## config.mk

```make
export PLATFORM = sky130hd
export DESIGN_NAME = rc_servo_motor_pwm_controller_unit_flat
export DESIGN_NICKNAME = d
export VERILOG_FILES = /design/src/rcsrv_pkg.sv /design/src/rcsrv_ifs.sv /design/src/rc_servo_motor_pwm_controller_unit.sv /design/src/rcsrv_in_stage.sv /design/src/rcsrv_core.sv /design/src/flat_wrapper.sv
export SDC_FILE = /design/constraint.sdc
export NUM_CORES = 1
export LEC_CHECK = 0
export ABC_AREA = 1
export BUFFER_PORTS_ARGS = -buffer_cell sky130_fd_sc_hd__buf_2
export CORE_MARGIN = 3
export CORE_UTILIZATION = 53
export DETAILED_ROUTE_END_ITERATION = 10
export GPL_ROUTABILITY_DRIVEN = 0
export PLACE_DENSITY_LB_ADDON = 0.3
export SKIP_CTS_REPAIR_TIMING = 1
export SLEW_MARGIN = 10
export SYNTH_ARGS = -nofsm -noshare
export SYNTH_HDL_FRONTEND = slang
export SYNTH_SLANG_ARGS = --single-unit
```

## constraint.sdc

```tcl
create_clock -name clk -period 7.2 [get_ports clk]
set_input_delay 0.72 -clock clk [delete_from_list [all_inputs] [get_ports clk]]
set_output_delay 0.72 -clock clk [all_outputs]
set_load 0.005 [all_outputs]
```

## src/rcsrv_pkg.sv

```systemverilog
`timescale 1ns / 1ps
`default_nettype none

package rcsrv_pkg;

  typedef enum logic [1:0] {
    FUNC_FRAME = 2'd0,
    FUNC_SERVO = 2'd1,
    FUNC_MOTOR = 2'd2
  } func_t;

  typedef enum logic [1:0] {
    STATUS_OK     = 2'd0,
    STATUS_REJECT = 2'd1,
    STATUS_TICK   = 2'd2
  } status_t;

  typedef enum logic [1:0] {
    REG_SERVO_PERIOD = 2'd0,
    REG_ANGLE_LOW    = 2'd1,
    REG_ANGLE_HIGH   = 2'd2,
    REG_GAS_LIMIT    = 2'd3
  } reg_idx_t;

  localparam logic [7:0]  END_MARK           = 8'h4F;
  localparam logic [7:0]  ANGLE_CEIL         = 8'd180;
  localparam logic [7:0]  ANGLE_RESET        = 8'd90;
  localparam logic [15:0] PULSE_RESET        = 16'd193;
  localparam logic [15:0] SERVO_PERIOD_RESET = 16'd2500;
  localparam logic [7:0]  ANGLE_LOW_RESET    = 8'd5;
  localparam logic [7:0]  ANGLE_HIGH_RESET   = 8'd175;
  localparam logic [7:0]  GAS_LIMIT_RESET    = 8'd120;

  typedef struct packed {
    logic [1:0]         func;
    logic [7:0]         cmd_angle;
    logic signed [15:0] cmd_gas;
    logic [15:0]        cmd_check;
    logic [7:0]         cmd_end;
  } cmd_t;

  typedef struct packed {
    logic [1:0]  status;
    logic        servo_out;
    logic        drive_a;
    logic        drive_b;
    logic [15:0] pulse_ticks;
    logic [7:0]  motor_duty;
    logic        motor_running;
  } res_t;

  typedef struct packed {
    logic [15:0] servo_period;
    logic [7:0]  angle_low;
    logic [7:0]  angle_high;
    logic [7:0]  gas_limit;
  } cfg_t;

  // Servo pulse width for each angle, floor((1900*a + 108000) / 1440).
  typedef logic [15:0] ticks_tab_t [0:180];

  function automatic ticks_tab_t build_ticks();
    ticks_tab_t t;
    for (int i = 0; i <= 180; i++) begin
      t[i] = 16'((1900 * i + 108000) / 1440);
    end
    return t;
  endfunction

  localparam ticks_tab_t ANGLE_TICKS = build_ticks();

endpackage

`default_nettype wire

```

## src/rcsrv_ifs.sv

```systemverilog
`timescale 1ns / 1ps
`default_nettype none

interface rcsrv_cmd_if;
  logic               valid;
  logic               ready;
  logic [1:0]         func;
  logic [7:0]         cmd_angle;
  logic signed [15:0] cmd_gas;
  logic [15:0]        cmd_check;
  logic [7:0]         cmd_end;

  modport source (output valid, func, cmd_angle, cmd_gas, cmd_check, cmd_end,
                  input ready);
  modport sink (input valid, func, cmd_angle, cmd_gas, cmd_check, cmd_end,
                output ready);
endinterface

interface rcsrv_res_if;
  logic        valid;
  logic        ready;
  logic [1:0]  status;
  logic        servo_out;
  logic        drive_a;
  logic        drive_b;
  logic [15:0] pulse_ticks;
  logic [7:0]  motor_duty;
  logic        motor_running;

  modport source (output valid, status, servo_out, drive_a, drive_b, pulse_ticks,
                  motor_duty, motor_running, input ready);
  modport sink (input valid, status, servo_out, drive_a, drive_b, pulse_ticks,
                motor_duty, motor_running, output ready);
endinterface

interface rcsrv_cfg_if;
  logic        valid;
  logic        ready;
  logic [1:0]  index;
  logic [15:0] data;

  modport source (output valid, index, data, input ready);
  modport sink (input valid, index, data, output ready);
endinterface

`default_nettype wire

```

## src/rc_servo_motor_pwm_controller_unit.sv

```systemverilog
`timescale 1ns / 1ps
`default_nettype none

// Channel | Role   | Payload
// cmd     | sink   | func, cmd_angle, cmd_gas, cmd_check, cmd_end
// res     | source | status, servo_out, drive_a, drive_b, pulse_ticks, motor_duty,
//         |        | motor_running
// cfg     | sink   | index, data (always ready)
//
// One transaction is taken every clock unless a stalled result blocks it.
// Each gives one result via the input register, update logic and result register.
// A stalled result holds in the result register while the input register still
// takes one more transaction, after which cmd.ready follows res.ready.
// Synchronous reset restores config, valid flags and core state to power-up values.

module rc_servo_motor_pwm_controller_unit (
  input  wire logic   clk,
  input  wire logic   rst,
  rcsrv_cmd_if.sink   cmd,
  rcsrv_res_if.source res,
  rcsrv_cfg_if.sink   cfg
);

  rcsrv_pkg::cfg_t cfg_regs;
  rcsrv_pkg::cmd_t stage_data;
  logic            stage_valid;
  logic            core_take;

  assign cfg.ready = 1'b1;

  always_ff @(posedge clk) begin
    if (rst) begin
      cfg_regs.servo_period <= rcsrv_pkg::SERVO_PERIOD_RESET;
      cfg_regs.angle_low    <= rcsrv_pkg::ANGLE_LOW_RESET;
      cfg_regs.angle_high   <= rcsrv_pkg::ANGLE_HIGH_RESET;
      cfg_regs.gas_limit    <= rcsrv_pkg::GAS_LIMIT_RESET;
    end else if (cfg.valid) begin
      unique case (rcsrv_pkg::reg_idx_t'(cfg.index))
        rcsrv_pkg::REG_SERVO_PERIOD: cfg_regs.servo_period <= cfg.data;
        rcsrv_pkg::REG_ANGLE_LOW:    cfg_regs.angle_low    <= cfg.data[7:0];
        rcsrv_pkg::REG_ANGLE_HIGH:   cfg_regs.angle_high   <= cfg.data[7:0];
        rcsrv_pkg::REG_GAS_LIMIT:    cfg_regs.gas_limit    <= cfg.data[7:0];
        default: begin
        end
      endcase
    end
  end

  rcsrv_in_stage u_in_stage (
    .clk   (clk),
    .rst   (rst),
    .cmd   (cmd),
    .take  (core_take),
    .data  (stage_data),
    .valid (stage_valid)
  );

  rcsrv_core u_core (
    .clk      (clk),
    .rst      (rst),
    .cfg      (cfg_regs),
    .in_valid (stage_valid),
    .in_data  (stage_data),
    .take     (core_take),
    .res      (res)
  );

endmodule

`default_nettype wire

```

## src/rcsrv_in_stage.sv

```systemverilog
`timescale 1ns / 1ps
`default_nettype none

module rcsrv_in_stage (
  input  wire logic         clk,
  input  wire logic         rst,
  rcsrv_cmd_if.sink         cmd,
  input  wire logic         take,
  output rcsrv_pkg::cmd_t   data,
  output logic              valid
);

  // The register refills in the same cycle that the core takes its item.
  assign cmd.ready = !valid || take;

  always_ff @(posedge clk) begin
    if (rst) begin
      valid <= 1'b0;
    end else if (cmd.ready) begin
      valid <= cmd.valid;
    end
  end

  always_ff @(posedge clk) begin
    if (cmd.valid && cmd.ready) begin
      data.func      <= cmd.func;
      data.cmd_angle <= cmd.cmd_angle;
      data.cmd_gas   <= cmd.cmd_gas;
      data.cmd_check <= cmd.cmd_check;
      data.cmd_end   <= cmd.cmd_end;
    end
  end

endmodule

`default_nettype wire

```

## src/rcsrv_core.sv

```systemverilog
`timescale 1ns / 1ps
`default_nettype none

module rcsrv_core (
  input  wire logic             clk,
  input  wire logic             rst,
  input  rcsrv_pkg::cfg_t       cfg,
  input  wire logic             in_valid,
  input  rcsrv_pkg::cmd_t       in_data,
  output logic                  take,
  rcsrv_res_if.source           res
);

  logic [15:0] servo_count, servo_count_next;
  logic [15:0] pulse_width, pulse_width_next;
  logic        servo_level, servo_level_next;
  logic [7:0]  motor_count, motor_count_next;
  logic [7:0]  duty_value, duty_value_next;
  logic        backward, backward_next;
  logic        motor_enabled, motor_enabled_next;
  logic        leg_a, leg_a_next;
  logic        leg_b, leg_b_next;
  logic [7:0]  stored_angle, stored_angle_next;
  logic [15:0] stored_gas, stored_gas_next;

  logic                 out_valid;
  rcsrv_pkg::res_t      out_data, out_data_next;
  rcsrv_pkg::status_t   status;

  logic                 frame_ok;
  logic [7:0]           angle_clamped;
  logic [7:0]           angle_idx;
  logic signed [16:0]   gas_wide;
  logic signed [16:0]   lim_pos;
  logic signed [16:0]   lim_neg;
  logic signed [16:0]   gas_clamped;
  logic signed [16:0]   gas_abs;
  logic [15:0]          servo_inc;
  logic [7:0]           motor_inc;

  assign take = !out_valid || res.ready;

  always_comb begin
    frame_ok = (in_data.cmd_end == rcsrv_pkg::END_MARK) &&
               ((in_data.cmd_gas ^ {8'd0, in_data.cmd_angle}) == in_data.cmd_check);

    angle_clamped = in_data.cmd_angle;
    if (angle_clamped < cfg.angle_low) begin
      angle_clamped = cfg.angle_low;
    end
    if (angle_clamped > cfg.angle_high) begin
      angle_clamped = cfg.angle_high;
    end
    angle_idx = (angle_clamped > rcsrv_pkg::ANGLE_CEIL) ? rcsrv_pkg::ANGLE_CEIL
                                                        : angle_clamped;

    gas_wide = {in_data.cmd_gas[15], in_data.cmd_gas};
    lim_pos  = {9'd0, cfg.gas_limit};
    lim_neg  = -lim_pos;
    if (gas_wide < lim_neg) begin
      gas_clamped = lim_neg;
    end else if (gas_wide > lim_pos) begin
      gas_clamped = lim_pos;
    end else begin
      gas_clamped = gas_wide;
    end
    gas_abs = gas_clamped[16] ? -gas_clamped : gas_clamped;

    servo_inc = servo_count + 16'd1;
    motor_inc = motor_count + 8'd1;
  end

  always_comb begin
    servo_count_next   = servo_count;
    pulse_width_next   = pulse_width;
    servo_level_next   = servo_level;
    motor_count_next   = motor_count;
    duty_value_next    = duty_value;
    backward_next      = backward;
    motor_enabled_next = motor_enabled;
    leg_a_next         = leg_a;
    leg_b_next         = leg_b;
    stored_angle_next  = stored_angle;
    stored_gas_next    = stored_gas;
    status             = rcsrv_pkg::STATUS_TICK;

    case (in_data.func)
      rcsrv_pkg::FUNC_FRAME: begin
        if (!frame_ok) begin
          status = rcsrv_pkg::STATUS_REJECT;
        end else begin
          status = rcsrv_pkg::STATUS_OK;
          if (stored_angle != in_data.cmd_angle) begin
            stored_angle_next = angle_clamped;
            pulse_width_next  = rcsrv_pkg::ANGLE_TICKS[angle_idx];
          end
          if (in_data.cmd_gas == 16'sd0) begin
            motor_enabled_next = 1'b0;
          end else begin
            motor_enabled_next = 1'b1;
            if (stored_gas != in_data.cmd_gas) begin
              stored_gas_next = gas_clamped[15:0];
              backward_next   = gas_clamped[16];
              duty_value_next = gas_abs[7:0];
            end
          end
        end
      end
      rcsrv_pkg::FUNC_SERVO: begin
        servo_count_next = servo_inc;
        if (servo_inc == pulse_width) begin
          servo_level_next = 1'b0;
        end
        // The period match wins over the pulse match.
        if (servo_inc == cfg.servo_period) begin
          servo_level_next = 1'b1;
          servo_count_next = 16'd0;
        end
      end
      rcsrv_pkg::FUNC_MOTOR: begin
        if (motor_enabled) begin
          motor_count_next = motor_inc;
          if (motor_inc == duty_value) begin
            leg_a_next = 1'b0;
            leg_b_next = 1'b0;
          end
          if (motor_inc == 8'd0) begin
            if (backward) begin
              leg_b_next = 1'b1;
            end else begin
              leg_a_next = 1'b1;
            end
          end
        end
      end
      default: begin
      end
    endcase

    out_data_next.status        = status;
    out_data_next.servo_out     = servo_level_next;
    out_data_next.drive_a       = leg_a_next;
    out_data_next.drive_b       = leg_b_next;
    out_data_next.pulse_ticks   = pulse_width_next;
    out_data_next.motor_duty    = duty_value_next;
    out_data_next.motor_running = motor_enabled_next;
  end

  always_ff @(posedge clk) begin
    if (rst) begin
      servo_count   <= 16'd0;
      pulse_width   <= rcsrv_pkg::PULSE_RESET;
      servo_level   <= 1'b0;
      motor_count   <= 8'd0;
      duty_value    <= 8'd0;
      backward      <= 1'b0;
      motor_enabled <= 1'b0;
      leg_a         <= 1'b0;
      leg_b         <= 1'b0;
      stored_angle  <= rcsrv_pkg::ANGLE_RESET;
      stored_gas    <= 16'd0;
      out_valid     <= 1'b0;
    end else begin
      if (take) begin
        out_valid <= in_valid;
      end
      if (take && in_valid) begin
        servo_count   <= servo_count_next;
        pulse_width   <= pulse_width_next;
        servo_level   <= servo_level_next;
        motor_count   <= motor_count_next;
        duty_value    <= duty_value_next;
        backward      <= backward_next;
        motor_enabled <= motor_enabled_next;
        leg_a         <= leg_a_next;
        leg_b         <= leg_b_next;
        stored_angle  <= stored_angle_next;
        stored_gas    <= stored_gas_next;
      end
    end
  end

  always_ff @(posedge clk) begin
    if (take && in_valid) begin
      out_data <= out_data_next;
    end
  end

  assign res.valid         = out_valid;
  assign res.status        = out_data.status;
  assign res.servo_out     = out_data.servo_out;
  assign res.drive_a       = out_data.drive_a;
  assign res.drive_b       = out_data.drive_b;
  assign res.pulse_ticks   = out_data.pulse_ticks;
  assign res.motor_duty    = out_data.motor_duty;
  assign res.motor_running = out_data.motor_running;

endmodule

`default_nettype wire

```

## src/flat_wrapper.sv

```systemverilog
// flat-port wrapper written by rule: the top's interface ports become plain ports
module rc_servo_motor_pwm_controller_unit_flat 
  (clk, rst, cmd_valid, cmd_func, cmd_cmd_angle, cmd_cmd_gas, cmd_cmd_check, cmd_cmd_end, cmd_ready, res_valid, res_status, res_servo_out, res_drive_a, res_drive_b, res_pulse_ticks, res_motor_duty, res_motor_running, res_ready, cfg_valid, cfg_index, cfg_data, cfg_ready);
  rcsrv_cmd_if cmd_i ();
  rcsrv_res_if res_i ();
  rcsrv_cfg_if cfg_i ();
  input  wire logic clk;
  input  wire logic rst;
  input wire logic [$bits(cmd_i.valid)-1:0] cmd_valid;
  input wire logic [$bits(cmd_i.func)-1:0] cmd_func;
  input wire logic [$bits(cmd_i.cmd_angle)-1:0] cmd_cmd_angle;
  input wire logic [$bits(cmd_i.cmd_gas)-1:0] cmd_cmd_gas;
  input wire logic [$bits(cmd_i.cmd_check)-1:0] cmd_cmd_check;
  input wire logic [$bits(cmd_i.cmd_end)-1:0] cmd_cmd_end;
  output wire logic [$bits(cmd_i.ready)-1:0] cmd_ready;
  output wire logic [$bits(res_i.valid)-1:0] res_valid;
  output wire logic [$bits(res_i.status)-1:0] res_status;
  output wire logic [$bits(res_i.servo_out)-1:0] res_servo_out;
  output wire logic [$bits(res_i.drive_a)-1:0] res_drive_a;
  output wire logic [$bits(res_i.drive_b)-1:0] res_drive_b;
  output wire logic [$bits(res_i.pulse_ticks)-1:0] res_pulse_ticks;
  output wire logic [$bits(res_i.motor_duty)-1:0] res_motor_duty;
  output wire logic [$bits(res_i.motor_running)-1:0] res_motor_running;
  input wire logic [$bits(res_i.ready)-1:0] res_ready;
  input wire logic [$bits(cfg_i.valid)-1:0] cfg_valid;
  input wire logic [$bits(cfg_i.index)-1:0] cfg_index;
  input wire logic [$bits(cfg_i.data)-1:0] cfg_data;
  output wire logic [$bits(cfg_i.ready)-1:0] cfg_ready;
  assign cmd_i.valid = cmd_valid;
  assign cmd_i.func = cmd_func;
  assign cmd_i.cmd_angle = cmd_cmd_angle;
  assign cmd_i.cmd_gas = cmd_cmd_gas;
  assign cmd_i.cmd_check = cmd_cmd_check;
  assign cmd_i.cmd_end = cmd_cmd_end;
  assign cmd_ready = cmd_i.ready;
  assign res_valid = res_i.valid;
  assign res_status = res_i.status;
  assign res_servo_out = res_i.servo_out;
  assign res_drive_a = res_i.drive_a;
  assign res_drive_b = res_i.drive_b;
  assign res_pulse_ticks = res_i.pulse_ticks;
  assign res_motor_duty = res_i.motor_duty;
  assign res_motor_running = res_i.motor_running;
  assign res_i.ready = res_ready;
  assign cfg_i.valid = cfg_valid;
  assign cfg_i.index = cfg_index;
  assign cfg_i.data = cfg_data;
  assign cfg_ready = cfg_i.ready;
  rc_servo_motor_pwm_controller_unit u_core (.clk(clk), .rst(rst), .cmd(cmd_i), .res(res_i), .cfg(cfg_i));
endmodule
```

==> summary.md, run 1 <==
| Metric | Value |
|---|---|
| Crit path time final | `around 5700 ps` |
| Gate Count Post-Synth | `about 1600` |
| Maximum number of pins on one net before global-route repair | `72` |
| Post-Place Setup Slack | `between 1500 and 2000 ps` |
| Netlist cell types | `57` |
| Buffers from clock root to sink, at most | `2` |
| H-Tree Level Count | `4` |
| Destination of the worst register-to-register timing path | `u_core.u_core.res.pulse_ticks[1]` |
| Max-cap check violation count | `0` |
| Switching Fraction | `0.352` |
| Sequential Area | `4780 sq um` |
| Diode count | `0` |
| Antenna violations before repair | `1` |
| Area growth, synth to finish | `10.4%` |
| Total chip power | `0.00303 W` |
| WL/cell | `15.2 microns` |
| Initial DRT Pass Iterations | `6` |
| Combined area of all synthesized cells | `about 12000 sq um` |
| Layout fillers | `1950` |
| Net count after synthesis | `1681` |
| CTS root buf | `clkbuf_16` |
| Category of the worst setup path launch point | `register` |
| Arrival time at the worst endpoint | `5900 ps` |
| Starting density of the core | `0.550` |
| Synth cell count leaders | `380 x nand2_1, 194 x inv_1, 123 x nor2_1, 119 x dfxtp_1, 109 x a21oi_1` |
| Depth of the critical timing path with buffers and inverters included | `34` |
| Synth area leader | `edfxtp_1` |
| Start of the worst register-to-register path | `u_core.u_in_stage.data[47]` |
| Clock-pin slew of the registers on the worst-case setup and hold paths | `80 ps` |
| Worst voltage drop across the vdd grid | `166 uV` |
| Setup slack of the critical path after layout | `1500 ps` |
| Leakage power of the design | `6.07 nW` |
| Seq/Total Area, Yosys | `0.406` |
| Hold WC Path Type | `in2reg` |
| Footprint of the multi-input gates | `roughly 6000 sq um` |
| Max Freq | `~180 MHz` |
| Peak per-stage delay on the critical path | `490 ps` |
| Number of cells on the worst reg-to-reg path | `34` |
| Synth warn | `0` |
| Leading cell types by total area after synthesis | `edfxtp_1 20%, dfxtp_1 20%, nand2_1 12%` |
| Net switching power | `about 0.0011 W` |
| Clock insertion delay at the later pin of the skew report | `between 400 and 500 ps` |
| Most common cell type on the critical path | `nand2_1` |
| Post-synth EDFFs | `80` |
| Proportion of register bits with asynchronous set or reset after synthesis | `0` |
| Count of port buffers added during placement | `~100` |
| Setup Total Neg Slack | `0 ps` |
| Wire length of the first global-routing pass | `48.7 mm` |
| Crit path launch | `u_core.u_in_stage.data[47]` |
| Ratio of final minimum period to clock period | `0.792` |
| Die footprint | `24000 sq um` |
| Startpoint-to-endpoint class of the critical path | `reg2reg` |
| Final Routed Wirelength | `29.2 mm` |
| Remaining routing DRC violations | `0` |
| Most common cell in the synthesized netlist | `nand2_1` |
| Ratio of routed vias to standard cells | `~5.5` |
| Worst path required time | `7400 ps` |
| Post-synthesis register bit count | `199` |
| Core utilization of the finished layout | `0.607` |
| Final setup vio count | `0` |
| Overflow left after global routing | `0` |
| Width of the die | `approximately 160 microns` |
| Worst setup slack for register-to-register paths | `1500 ps` |
| CTS buffer count | `17` |
| Via count of the first global-routing pass | `10357` |
| Relative contribution of the clock network to total power | `0.308` |
| Layout cell share with drive strength beyond 1 | `0.122` |
| Total vias in the final route | `10569` |
| Most used flip-flop cell after synthesis | `dfxtp_1` |
| Detail Route Antenna Nets | `0` |
| # rows | `53` |
| Run status | `finished clean` |
| Clock sink count | `199` |
| Final hold vios | `0` |
| Die H | `155 microns` |
| Half-perimeter wire length of the detailed placement result | `21.5 mm` |
| Worst Path Max Fanout | `13` |
| Fraction of power consumed by combinational cells | `0.277` |
| Transition time at the pin with the least slew margin | `1100 ps` |
| Seq pwr share | `0.415` |
| Area fraction of the dominant cell type after synthesis | `0.204` |
| TritonCTS clock tree | `yes` |
| Total power divided by cell area | `233 nW/um^2` |
| End point of the critical path | `u_core.u_core.res.pulse_ticks[1]` |
| Number of nets in the finished design | `1763` |
| Ports | `106` |
| Slowest CP cell | `edfxtp_1` |
| Setup Skew | `between 8 and 9 ps` |
| Total core area | `21400 sq um` |
| Final Max Slew Viols | `0` |
| Iteration-0 DRC Markers | `approximately 750` |
| Tightest hold margin | `between 400 and 500 ps` |
| RSZ-0062 raised after global routing | `false` |
| GRT Resource Usage Total | `0.246` |
| Worst-case headroom to the max-slew limit | `0.264` |
| Syn Area/Cell | `7.57 sq um` |
| Largest delay contributor family on the critical path | `simple AND/OR/NAND/NOR gates` |
| Buf/Inv on CP | `4` |
| P_int | `0.00196 W` |
| Endpoint type of the worst setup path | `register` |
power groups by stage:
stage                     sequential (W)  combinational [W]  clock, W
after floorplan                  0.00127           0.000658         0
after global placement           0.00128           0.000803         0
after detailed placement         0.00128           0.000818         0
after CTS                        0.00126           0.000823  0.000941
after global routing             0.00126           0.000949  0.000990
final                            0.00126           0.000839  0.000932
cell families after synthesis:
logic type               after synthesis  share of synthesized area
buffers and inverters                253                     0.0878
adder cells (fa/ha/maj)               53                     0.0563
AO/OA/AOI/OAI                        283                      0.132
other                                  1                   0.000319
flip-flops                           199                      0.406
AND/OR/NAND/NOR                      689                      0.260
XOR/XNOR                              77                     0.0573
sequential cells by signal, indices dropped and copies added (netlist names), 2 cells and up:
register,cells
u_core.u_in_stage.data,50
u_core.cfg_regs,40
u_core.u_core.pulse_width,16
u_core.u_core.res.pulse_ticks,16
u_core.u_core.servo_count,16
u_core.u_core.stored_gas,16
u_core.u_core.duty_value,8
u_core.u_core.motor_count,8
u_core.u_core.res.motor_duty,8
u_core.u_core.stored_angle,8
u_core.u_core.res.status,2
placed cells by master (no fill, tap or decap), types with 6 or more instances in the layout:
cell type	netlist	layout
nand4_1	23	23
nand2_2	9	9
or2_2	13	13
buf_2	7	104
a21oi_1	109	109
nand2_1	380	380
nor4_1	12	12
dfxtp_1	119	119
xor2_1	48	48
xnor2_1	29	29
nor3_1	20	19
o211ai_1	21	21
a211oi_1	6	6
inv_2	9	11
o22ai_1	7	7
ha_1	53	53
nand3_1	75	75
o21ai_0	106	106
clkbuf_16	0	17
o21ai_1	14	14
nand3_2	6	6
inv_1	194	192
nor2_1	123	123
edfxtp_1	80	80
layout make-up:
type	count	share of cell area
Multi-Input combinational cell	1103	0.458
Sequential cell	199	0.368
Inverter	207	0.0604
Timing Repair Buffer	109	0.0429
Clock buffer	21	0.0354
Tap cell	275	0.0265
Clock inverter	11	0.00828
layer usage:
layer  track usage  vias up  share of wire
met5             0        -        0.00058
met4        0.0946        2          0.030
met3        0.0406       77          0.063
met2         0.420      381           0.48
met1         0.313     4832           0.43
li1              -     5277              -
worst min-delay path by stage:
stage | startpoint | end | cells past startpoint
5_1_grt | cmd_cmd_check[14] | u_core.u_in_stage.data[22] | 1
4_1_cts | cmd_cmd_check[14] | u_core.u_in_stage.data[22] | 1
6_report | cmd_cmd_gas[8] | u_core.u_in_stage.data[32] | 1
3_3_place_gp | u_core.u_core.servo_count[14] | u_core.u_core.servo_count[14] | 2
3_5_place_dp | u_core.u_core.servo_count[14] | u_core.u_core.servo_count[14] | 2
2_1_floorplan | u_core.u_core.servo_count[14] | u_core.u_core.servo_count[14] | 2
worst register-to-register path, delay by kind of cell, from the launching register on:
| family | cells | cell delay (ps) |
|---|---|---|
| adder cells (fa/ha/maj) | 3 | 1010 |
| buffers and inverters | 4 | 490 |
| flip-flops | 1 | 490 |
| AO/OA/AOI/OAI | 2 | 550 |
| AND/OR/NAND/NOR | 25 | 2920 |
stage by stage:
step	cell area, sq um	instances
final	13000	1925
after global routing	13000	1925
after CTS	13000	1925
after detailed placement	12400	1893
after global placement	12400	1893
after floorplan	11800	1555
Note: power is estimated with default switching activity, not from simulation.
==> run 2: changes to the inputs <==
==> constraint.sdc (replaced) <==
create_clock -name clk -period 5 [get_ports clk]
set_input_delay 0.5 -clock clk [delete_from_list [all_inputs] [get_ports clk]]
set_output_delay 0.5 -clock clk [all_outputs]
set_load 0.005 [all_outputs]
==> summary.md, run 2 (synthesized netlist as in run 1, its figures left out) <==
| Metric | Value |
|---|---|
| Met3 track utilization from global routing | `0.0431` |
| Reg with most FFs | `u_core.u_in_stage.data` |
| Final Routed Wirelength | `30.3 mm` |
| H-Tree Level Count | `4` |
| Total power divided by cell area | `342 nW/um^2` |
| Die H | `155 microns` |
| Initial DRT Pass Iterations | `8` |
| # rows | `53` |
| Worst path required time | `5210 ps` |
| Max-cap check violation count | `0` |
| Clock sink count | `199` |
| Footprint of the multi-input gates | `between 6000 and 7000 sq um` |
| Wire length of the first global-routing pass | `50.0 mm` |
| Setup Total Neg Slack | `0 ps` |
| GRT Resource Usage Total | `0.252` |
| Layout cell share with drive strength beyond 1 | `0.149` |
| Crit path launch | `u_core.u_in_stage.data[45]` |
| Worst Path Max Fanout | `15` |
| Maximum number of pins on one net before global-route repair | `just under 60` |
| Ports | `106` |
| Registers with the most flip-flops | `u_core.u_in_stage.data: 50 flops, u_core.cfg_regs: 40 flops` |
| Most frequent standard cell in the layout excluding fill and tap cells | `nand2_1` |
| Overflow left after global routing | `0` |
| Ratio of routed vias to standard cells | `5.56` |
| Via count of the first global-routing pass | `10479` |
| GR Util met2 | `0.435` |
| GRT Max-Usage Layer | `met2` |
| Final hold vios | `0` |
| Half-perimeter wire length of the detailed placement result | `22.2 mm` |
| Count of port buffers added during placement | `between 100 and 150` |
| Worst voltage drop across the vdd grid | `245 uV` |
| Most frequent cells in the layout | `375 x nand2_1, 189 x inv_1, 121 x nor2_1, 119 x dfxtp_1` |
| Startpoint-to-endpoint class of the critical path | `reg2reg` |
| Ratio of final minimum period to clock period | `0.950` |
| CTS root buf | `clkbuf_16` |
| Endpoint type of the worst setup path | `register` |
| Arrival time at the worst endpoint | `~5000 ps` |
| Slowest CP cell | `edfxtp_1` |
| WL/cell | `about 15 microns` |
| Width of the die | `155 microns` |
| Total cell area at the placement stage | `12600 sq um` |
| Total non-filler cell area in the finished layout | `about 13000 sq um` |
| M1 GR Usage | `0.321` |
| Total core area | `21400 sq um` |
| Setup Skew | `13.7 ps` |
| Peak per-stage delay on the critical path | `between 400 and 500 ps` |
| Clock-pin slew of the registers on the worst-case setup and hold paths | `80 ps` |
| Final setup vio count | `0` |
| Number of nets in the finished design | `1795` |
| Leakage power of the design | `6.25 nW` |
| Layout fillers | `1903` |
| Total vias in the final route | `10880` |
| Buffers from clock root to sink, at most | `2` |
| Die footprint | `about 24000 sq um` |
| Diode count | `0` |
| RSZ-0062 raised after global routing | `true` |
| Worst-case headroom to the max-slew limit | `0.287` |
| Max reg flops | `50` |
| Launch point of the worst hold path | `cmd_cmd_end[4]` |
| Area growth, synth to finish | `13.4%` |
| Max Freq | `211 MHz` |
| Iteration-0 DRC Markers | `858` |
| Clock insertion delay at the later pin of the skew report | `440 ps` |
| Transition time at the pin with the least slew margin | `1070 ps` |
| CTS buffer count | `17` |
| TritonCTS clock tree | `yes` |
| Most common cell type on the critical path | `nand2_1` |
| Detail Route Antenna Nets | `0` |
| Sequential Area | `4780 sq um` |
| Remaining routing DRC violations | `0` |
| Start of the worst register-to-register path | `u_core.u_in_stage.data[45]` |
| Crit path time final | `roughly 4800 ps` |
| Starting density of the core | `0.550` |
| Run status | `finished clean` |
| Category of the worst setup path launch point | `register` |
| Hold WC Path Type | `in2reg` |
| Antenna violations before repair | `0` |
| Final Max Slew Viols | `0` |
run 2: cell types whose count changed in the layout (fill, tap and decap cells not counted), moves of 2 or more:
cell	previous run	this run
nor2_1	123	121
clkinv_8	1	5
nor2_2	2	4
a21oi_2	3	7
a21oi_1	109	105
clkbuf_8	2	0
inv_4	3	5
buf_4	5	34
nand2_2	9	13
inv_1	192	189
clkbuf_1	2	0
nand2_1	380	375
clkinvlp_4	3	1
inv_2	11	14
run 2: where the power goes:
group	total (W)	leakage, nW	internal, W	switching, W
clock network	0.00144	0.301	0.000728	0.000711
registers	0.00181	1.74	0.00176	0.0000482
logic	0.00132	4.21	0.000442	0.000875
total	0.00456	6.25	0.00293	0.00163
run 2: worst paths after layout:
path | to | slack, ps | cells after the start
worst max-delay path | u_core.u_core.res.pulse_ticks[3] | 250 | 32
worst min-delay path | u_core.u_in_stage.data[4] | 230 | 1
worst max register to register | u_core.u_core.res.pulse_ticks[3] | 250 | 32
worst min register to register | u_core.u_core.servo_count[14] | 490 | 2
run 2: per-stage QoR:
step | utilization | power (W) | hold slack [ps] | setup slack [ps] | cells
after floorplan | - | 0.00278 | 445 | 491 | 1555
after global placement | 0.587 | 0.00304 | 458 | 146 | 1911
after detailed placement | 0.587 | 0.00306 | 472 | 16.6 | 1911
after CTS | 0.616 | 0.00448 | 218 | -18.9 | 1943
after global routing | 0.623 | 0.00481 | 213 | -83.1 | 1957
final | 0.623 | 0.00456 | 228 | 250 | 1957
run 2: per-layer routing:
| metal | part of all wire | vias up |
|---|---|---|
| met1 | 0.42 | 5029 |
| met3 | 0.066 | 83 |
| met2 | 0.49 | 417 |
| met4 | 0.024 | 0 |
| met5 | 0 | - |
| li1 | - | 5351 |
run 2: layout make-up:
type	instances	share of cell area
Clock buffer	17	0.0319
Tap cell	275	0.0258
Sequential cell	199	0.358
Clock inverter	15	0.0149
Timing Repair Buffer	139	0.0590
Multi-Input combinational cell	1105	0.451
Inverter	207	0.0588
run 2: worst max-delay path, delay by kind of cell (launching register included):
family | cells | cell delay (ps)
buffers and inverters | 5 | 520
flip-flops | 1 | 410
adder cells (fa/ha/maj) | 2 | 610
AO/OA/AOI/OAI | 3 | 520
AND/OR/NAND/NOR | 22 | 2450
